[src/rtl/button_edge_hold_tracker_core_defines.svh]
// ---------------------------------------------------------------------------
// Assertion macros for the button edge / hold tracker.
// Each macro expands to one labeled concurrent assertion on clk, disabled
// while rst_n is low.
// ---------------------------------------------------------------------------
`ifndef BUTTON_EDGE_HOLD_TRACKER_CORE_DEFINES_SVH
`define BUTTON_EDGE_HOLD_TRACKER_CORE_DEFINES_SVH

// Same-cycle implication
`define BEHT_ASSERT_NOW(label, ante, cons, msg) \
  label: assert property (@(posedge clk) disable iff (!rst_n) (ante) |-> (cons)) \
    else $error(msg);

// Next-cycle implication
`define BEHT_ASSERT_NEXT(label, ante, cons, msg) \
  label: assert property (@(posedge clk) disable iff (!rst_n) (ante) |=> (cons)) \
    else $error(msg);

`endif

[src/rtl/beht_pkg.sv]
// ---------------------------------------------------------------------------
// beht_pkg
// Shared types and constants for the button edge / hold tracker.
// ---------------------------------------------------------------------------
package beht_pkg;

  // Default pad size and counter width
  localparam int unsigned NUM_BUTTONS_DEF = 32;
  localparam int unsigned CNT_W           = 32;
  localparam int unsigned MASK_W          = 32;

  localparam logic [CNT_W-1:0] HOLD_ALL_ONES = {CNT_W{1'b1}};

  // Request operation codes
  localparam logic [1:0] MODE_UPDATE = 2'd0;
  localparam logic [1:0] MODE_QUERY  = 2'd1;
  localparam logic [1:0] MODE_DECR   = 2'd2;

  // One request
  typedef struct packed {
    logic [1:0]        mode;
    logic [MASK_W-1:0] button_mask;
    logic [CNT_W-1:0]  amount;
  } beht_req_t;

  // One result
  typedef struct packed {
    logic             was_pressed;
    logic             was_held;
    logic             was_released;
    logic [CNT_W-1:0] held_for;
  } beht_rsp_t;

endpackage

[src/rtl/button_edge_hold_tracker_core.sv]
// ---------------------------------------------------------------------------
// button_edge_hold_tracker_core
// Edge and hold-time tracker for a pad of NUM_BUTTONS buttons.
// ---------------------------------------------------------------------------
// A request is taken when start is high and busy is low. The block then walks
// the hold counters in its memory, one counter per cycle, each written back in
// the cycle after its read, and shows the result on out_rsp for exactly one
// cycle with out_valid high once the last counter has passed the modify stage.
// Every request, including update and decrement, gives one result; non-query
// results are all zero. busy stays high until the result is shown, so a new
// request is not taken while a walk is in progress, but can be taken in the
// same cycle the previous result is shown. The counter memory has a single
// read and a single write port. There is no back-pressure on the result side:
// the receiver must take out_rsp whenever out_valid is high. Counters wrap
// modulo 2^32 on update and saturate at zero on decrement; mask bits at or
// above NUM_BUTTONS are ignored.
// ---------------------------------------------------------------------------
module button_edge_hold_tracker_core #(
  parameter int unsigned NUM_BUTTONS = beht_pkg::NUM_BUTTONS_DEF
) (
  input  logic                clk,
  input  logic                rst_n,
  input  logic                start,
  output logic                busy,
  input  beht_pkg::beht_req_t in_req,
  output logic                out_valid,
  output beht_pkg::beht_rsp_t out_rsp
);
  import beht_pkg::*;

  `include "button_edge_hold_tracker_core_defines.svh"

  localparam int unsigned IDX_W = (NUM_BUTTONS > 1) ? $clog2(NUM_BUTTONS) : 1;
  localparam logic [IDX_W-1:0] LAST_IDX = IDX_W'(NUM_BUTTONS - 1);

  typedef enum logic [1:0] {
    ST_IDLE,
    ST_RUN,
    ST_DRAIN
  } state_t;

  state_t                 state_r;
  logic [1:0]             mode_r;
  logic [NUM_BUTTONS-1:0] mask_r;
  logic [CNT_W-1:0]       amt_r;
  logic [NUM_BUTTONS-1:0] cur_r;
  logic [NUM_BUTTONS-1:0] prev_r;
  logic [NUM_BUTTONS-1:0] valid_r;
  logic [IDX_W-1:0]       rd_idx_r;
  logic                   s2_vld_r;
  logic [IDX_W-1:0]       s2_idx_r;
  logic [CNT_W-1:0]       rdata_r;
  logic [CNT_W-1:0]       min_r;
  logic                   out_valid_r;
  beht_rsp_t              out_rsp_r;

  // Hold counter memory
  logic [CNT_W-1:0] mem [NUM_BUTTONS];

  logic                   accept;
  logic [NUM_BUTTONS-1:0] in_mask;
  logic [CNT_W-1:0]       cnt;
  logic                   bit_m;
  logic                   bit_p;
  logic                   wr_en;
  logic [CNT_W-1:0]       wr_data;
  logic [CNT_W-1:0]       min_nxt;
  logic                   now_all;
  logic                   before_all;
  logic                   s2_last;
  beht_rsp_t              rsp_nxt;

  assign accept  = start && (state_r == ST_IDLE);
  assign in_mask = in_req.button_mask[NUM_BUTTONS-1:0];

  // Modify stage: counter read in the previous cycle, unwritten entries read as zero
  always_comb begin
    cnt     = valid_r[s2_idx_r] ? rdata_r : '0;
    bit_m   = mask_r[s2_idx_r];
    bit_p   = prev_r[s2_idx_r];
    wr_en   = 1'b0;
    wr_data = '0;
    case (mode_r)
      MODE_UPDATE: begin
        wr_en   = s2_vld_r && bit_m;
        wr_data = bit_p ? (cnt + amt_r) : '0;
      end
      MODE_DECR: begin
        wr_en   = s2_vld_r && bit_m;
        wr_data = (cnt > amt_r) ? (cnt - amt_r) : '0;
      end
      default: begin
        wr_en   = 1'b0;
        wr_data = '0;
      end
    endcase
  end

  // Running minimum for queries
  always_comb begin
    min_nxt = min_r;
    if (s2_vld_r && (mode_r == MODE_QUERY) && bit_m && (cnt < min_r)) begin
      min_nxt = cnt;
    end
  end

  // Result fields
  assign now_all    = (cur_r & mask_r) == mask_r;
  assign before_all = (prev_r & mask_r) == mask_r;
  assign s2_last    = s2_vld_r && (s2_idx_r == LAST_IDX);

  always_comb begin
    rsp_nxt = '0;
    if (mode_r == MODE_QUERY) begin
      rsp_nxt.was_pressed  = now_all && !before_all;
      rsp_nxt.was_held     = now_all && before_all;
      rsp_nxt.was_released = !now_all && before_all;
      rsp_nxt.held_for     = min_nxt;
    end
  end

  // Sequencer, masks, valid bits and result register
  always_ff @(posedge clk) begin
    if (!rst_n) begin
      state_r     <= ST_IDLE;
      s2_vld_r    <= 1'b0;
      out_valid_r <= 1'b0;
      cur_r       <= '0;
      prev_r      <= '0;
      valid_r     <= '0;
    end else begin
      // strobe for one cycle once the last counter has passed the modify stage
      out_valid_r <= (state_r == ST_DRAIN) && s2_last;
      s2_vld_r    <= (state_r == ST_RUN);
      s2_idx_r    <= rd_idx_r;
      min_r       <= accept ? HOLD_ALL_ONES : min_nxt;
      if (wr_en) begin
        valid_r[s2_idx_r] <= 1'b1;
      end
      case (state_r)
        ST_IDLE: begin
          if (accept) begin
            mode_r   <= in_req.mode;
            mask_r   <= in_mask;
            amt_r    <= in_req.amount;
            rd_idx_r <= '0;
            state_r  <= ST_RUN;
            if (in_req.mode == MODE_UPDATE) begin
              prev_r <= cur_r;
              cur_r  <= in_mask;
            end
          end
        end
        ST_RUN: begin
          rd_idx_r <= IDX_W'(rd_idx_r + 1'b1);
          if (rd_idx_r == LAST_IDX) begin
            state_r <= ST_DRAIN;
          end
        end
        ST_DRAIN: begin
          if (s2_last) begin
            out_rsp_r <= rsp_nxt;
            state_r   <= ST_IDLE;
          end
        end
        default: begin
          state_r <= ST_IDLE;
        end
      endcase
    end
  end

  // Memory write port
  always_ff @(posedge clk) begin
    if (wr_en) begin
      mem[s2_idx_r] <= wr_data;
    end
  end

  // Memory read port, registered data
  always_ff @(posedge clk) begin
    rdata_r <= mem[rd_idx_r];
  end

  assign busy      = (state_r != ST_IDLE);
  assign out_valid = out_valid_r;
  assign out_rsp   = out_rsp_r;

  // Checks
  `BEHT_ASSERT_NEXT(a_accept_busy, start && !busy, busy, "accepted request did not raise busy")
  `BEHT_ASSERT_NEXT(a_single_result, out_valid, !out_valid, "result strobe held for two cycles")
  `BEHT_ASSERT_NOW(a_result_idle, out_valid, !busy, "result shown while still busy")
  `BEHT_ASSERT_NOW(a_wr_in_walk, wr_en, s2_vld_r, "counter write outside the walk")
  `BEHT_ASSERT_NOW(a_idle_no_stage, state_r == ST_IDLE, !s2_vld_r, "modify stage active in idle")

endmodule

[config.mk]
export PLATFORM = sky130hd
export DESIGN_NAME = button_edge_hold_tracker_core
export DESIGN_NICKNAME = d
export VERILOG_FILES = /design/src/rtl/beht_pkg.sv /design/src/rtl/button_edge_hold_tracker_core.sv
export VERILOG_INCLUDE_DIRS = /design/src /design/src/rtl
export SDC_FILE = /design/constraint.sdc
export NUM_CORES = 2
export LEC_CHECK = 0
export BUFFER_PORTS_ARGS = -buffer_cell sky130_fd_sc_hd__buf_2
export CAP_MARGIN = 0
export CORE_MARGIN = 2
export CORE_UTILIZATION = 40
export DETAILED_ROUTE_END_ITERATION = 8
export MAX_ROUTING_LAYER = met4
export PLACE_DENSITY = 0.62
export SYNTH_ARGS = -nofsm -noshare
export SYNTH_HDL_FRONTEND = slang
export SYNTH_SLANG_ARGS = --single-unit
export TNS_END_PERCENT = 10
[constraint.sdc]
create_clock -name clk -period 11.9 [get_ports clk]
set_clock_uncertainty 0.15 [all_clocks]
set_input_delay 0 -clock clk [delete_from_list [all_inputs] [get_ports clk]]
set_output_delay 0 -clock clk [all_outputs]
set_load 0.1 [all_outputs]
==> impl_metrics.ini <==
[status]
outcome = finished, final reports clean

[finish]
fillers = 11249
fin_cells = 5273
nNetsFinal = 3564
layout_commonest_cell = edfxtp_1
drive_above_1_share_pct = 23.8
layout_common_cells = edfxtp_1 (1167), mux4_2 (339), nand2_1 (201)
syn2layout_area_growth_pct = 16.2
final_util_pct = 46.9

[setup_path]
cp.required_ns = 12.11
rr_worst_depth = 20
crit_path_end = mem[19][27]
startpoint = s2_idx_r[0]
crit_family = compound AO/OA/AOI/OAI gates
worstReg2RegEnd = mem[19][27]
ff2ff_setup_slack_ns = 4.42
timing.rr.start = s2_idx_r[0]
critPathMaxFanout = 32
cp.arrival_ns = 7.70
start_kind = flop
max_stage_delay_ns = 1.02
endpoint_kind = flop
cp_slowest_cell = o22ai_2
crit_type = reg -> reg
path_depth = 20
crit_buf_inv = 2
worstPathCellList = buf_4 -> mux4_2 -> and3_1 -> o31ai_2 -> nand3_2 -> nor2_2 -> buf_4 -> nor2b_1 -> ha_1 -> nand3_1 -> nor2_1 -> and4_1 -> or3b_2 -> a31oi_1 -> o211ai_1 -> a2111oi_2 -> nor3b_2 -> o211ai_1 -> xnor2_1 -> o22ai_2

[floorplanning]
die_area_sq_um = 138000
die_h_microns = 371
core_area_sq_um = 134000
num_io_pins = 106
start_util_pct = 40.4
fp-row-count = 134
die_w_microns = 371

[clock_tree]
cts_root_buf = clkbuf_16
cts_buffers = 133
cts_tree = yes
cts_sinks = 1299
clkSlewWorstSetupHoldPaths_ns = 0.06
htree_levels = 4
clock_path_buffers = 3
insertion_delay_ns = 0.78

[logic_synthesis]
ys_ff_latch = 1299
synth_ff_type = edfxtp_1
synth_area_leaders = edfxtp_1 (65%), mux4_2 (14%), dfxtp_1 (4.9%), ha_1 (2.3%), nand2_1 (1.4%)
yosys.area.top_type = edfxtp_1
syn_area_per_cell_sq_um = 17.5
syn_nets = 3259
synth_cells = 3091
synth_seq_area_share_pct = 69.8
async_flop_share_pct = 0
synth_top_area_share_pct = 64.9
synth.distinct_cells = 89
synth_area_sq_um = 54000
ys_warn_count = 0
synth_edf_count = 1167

[timing]
worst_pin_slew_ns = 1.33
fin_crit_sh_pct = 62.9
max_freq_mhz = 134
slew_headroom_pct = 11.0
rsz0062_at_grt = false
fin_setup_tns_ns = 0
setup_viol = 0
period_minus_slack_ns = 7.48
setup_ws_ns = 4.42
finalHoldViolations = 0
final-max-slew-violation-count = 0
whs_ns = 0.297

[grt]
grt_usage_pct = 22.2
grt_max_degree = 92
first_global_vias = 29678
grt.overflow.total = 0
antenna_found_initial = 9
grt_pass1_wl_mm = 212

[drt]
drc = 0
dr.first_iter.drc_count = 3787
wirelength_mm = 148
vias_per_cell = 5.72
num_vias = 30138
final_antenna_net_count = 0
drt_pass1_iterations = 5
wl_per_cell_microns = 28.0

[pwr]
vdd_drop_max_uv = 141
p_per_area_nw_per_um2 = 156
p_leak_nw = 21.0

[flow_run]
max_cap_violations = 0

[place]
dp_slack_ns = 4.51
place_inst = 4891
place_congestion = 0.927
dp_hpwl_mm = 78.6
portBuffers = 105

[worst_hold_path]
hold_path_class = in -> reg
==> routing by layer <==
layer | vias up | share of wire, % | track usage (%) | wire (microns)
met3 | 206 | 7.0 | 3.35 | 10400
met5 | - | 0 | - | 0
met2 | 1222 | 47 | 33.9 | 69400
li1 | 12883 | - | - | -
met1 | 15827 | 44 | 31.1 | 64400
met4 | 0 | 2.4 | 6.31 | 3620
==> cell usage after synthesis, types with 5 or more instances <==
master and instances:
o211ai_1 6, nor4_1 17, mux2_2 33, inv_1 141, buf_2 6, nand2b_1 13, edfxtp_1 1167, nor2_1 191
o31ai_1 8, nand3_1 17, o21bai_1 15, xnor2_1 9, buf_4 6, nand4_1 12, clkbuf_1 108, a211oi_1 9
mux2i_1 45, a21oi_1 145, nor3_1 21, a31oi_1 9, or4_1 5, ha_1 99, a2bb2oi_1 6, nand2_1 201
o21a_1 19, o31a_1 6, and3_1 9, nor2b_1 42, o22ai_1 41, mux4_2 339, or3_1 7, a221oi_1 13
buf_1 31, dfxtp_1 132, a21o_1 23, nand3b_1 6, o22a_1 8, o21ai_0 34
==> worst register-to-register path: cells and delay by family (launching register included) <==
family | cells | cell delay [ns]
buffers and inverters | 2 | 0.78
AO/OA/AOI/OAI | 6 | 2.59
multiplexers | 1 | 0.58
adder cells (fa/ha/maj) | 1 | 0.55
XOR/XNOR | 1 | 0.10
flip-flops | 1 | 0.32
AND/OR/NAND/NOR | 9 | 1.98
==> how the worst min path moves through the flow <==
stage                     from         to  depth (start not counted)
global placement    in_req[10]  amt_r[10]                          1
detailed placement  in_req[10]  amt_r[10]                          1
floorplan            in_req[0]   amt_r[0]                          0
finish                   start   min_r[2]                          5
CTS                      start   min_r[8]                          5
global route             start   min_r[4]                          5
==> layout make-up <==
class | instances | area (sq um) | area share (%)
Tap cell | 1768 | 2210 | 3.53
Antenna cell | 1 | 2.50 | 0.00399
Inverter | 142 | 533 | 0.850
Sequential cell | 1299 | 37700 | 60.1
Timing Repair Buffer | 325 | 2550 | 4.07
Clock inverter | 56 | 490 | 0.782
Multi-Input combinational cell | 1495 | 15500 | 24.7
Clock buffer | 187 | 3700 | 5.90
==> sequential cells by signal (all words and copies together) (netlist names) <==
signal / flops
amt_r: 32
cur_r: 32
mask_r: 32
mem: 1024
min_r: 32
mode_r: 2
out_rsp: 35
out_valid: 1
prev_r: 32
rd_idx_r: 5
rdata_r: 32
s2_idx_r: 5
s2_vld_r: 1
state_r: 2
valid_r: 32
==> what timing repair did <==
item / CTS / global route
hold endpoints to repair: 216 / 0
hold buffers: 136 / 0
setup buffers: 0 / 0
gates resized for setup: 0 / 0
==> logic make-up after synthesis <==
family / count (synthesis) / synth area share, %
multiplexers: 417 / 15.7
AND/OR/NAND/NOR: 565 / 4.81
AO/OA/AOI/OAI: 399 / 4.96
flip-flops: 1299 / 69.8
adder cells (fa/ha/maj): 101 / 2.33
XOR/XNOR: 13 / 0.211
buffers and inverters: 297 / 2.18
==> where the power goes <==
group	total, W	switching [W]	internal (W)
clock	0.00405	0.00174	0.00231
sequential	0.00508	0.0000481	0.00503
combinational	0.000626	0.000355	0.000270
==> metrics by stage <==
stage,total power [W],area (sq um)
final,0.00975,62700
after global routing,0.0100,62700
after floorplan,0.00555,54000
after CTS,0.00983,62700
after detailed placement,0.00577,57100
after global placement,0.00576,57100
Note: power is estimated with default switching activity, not from simulation.
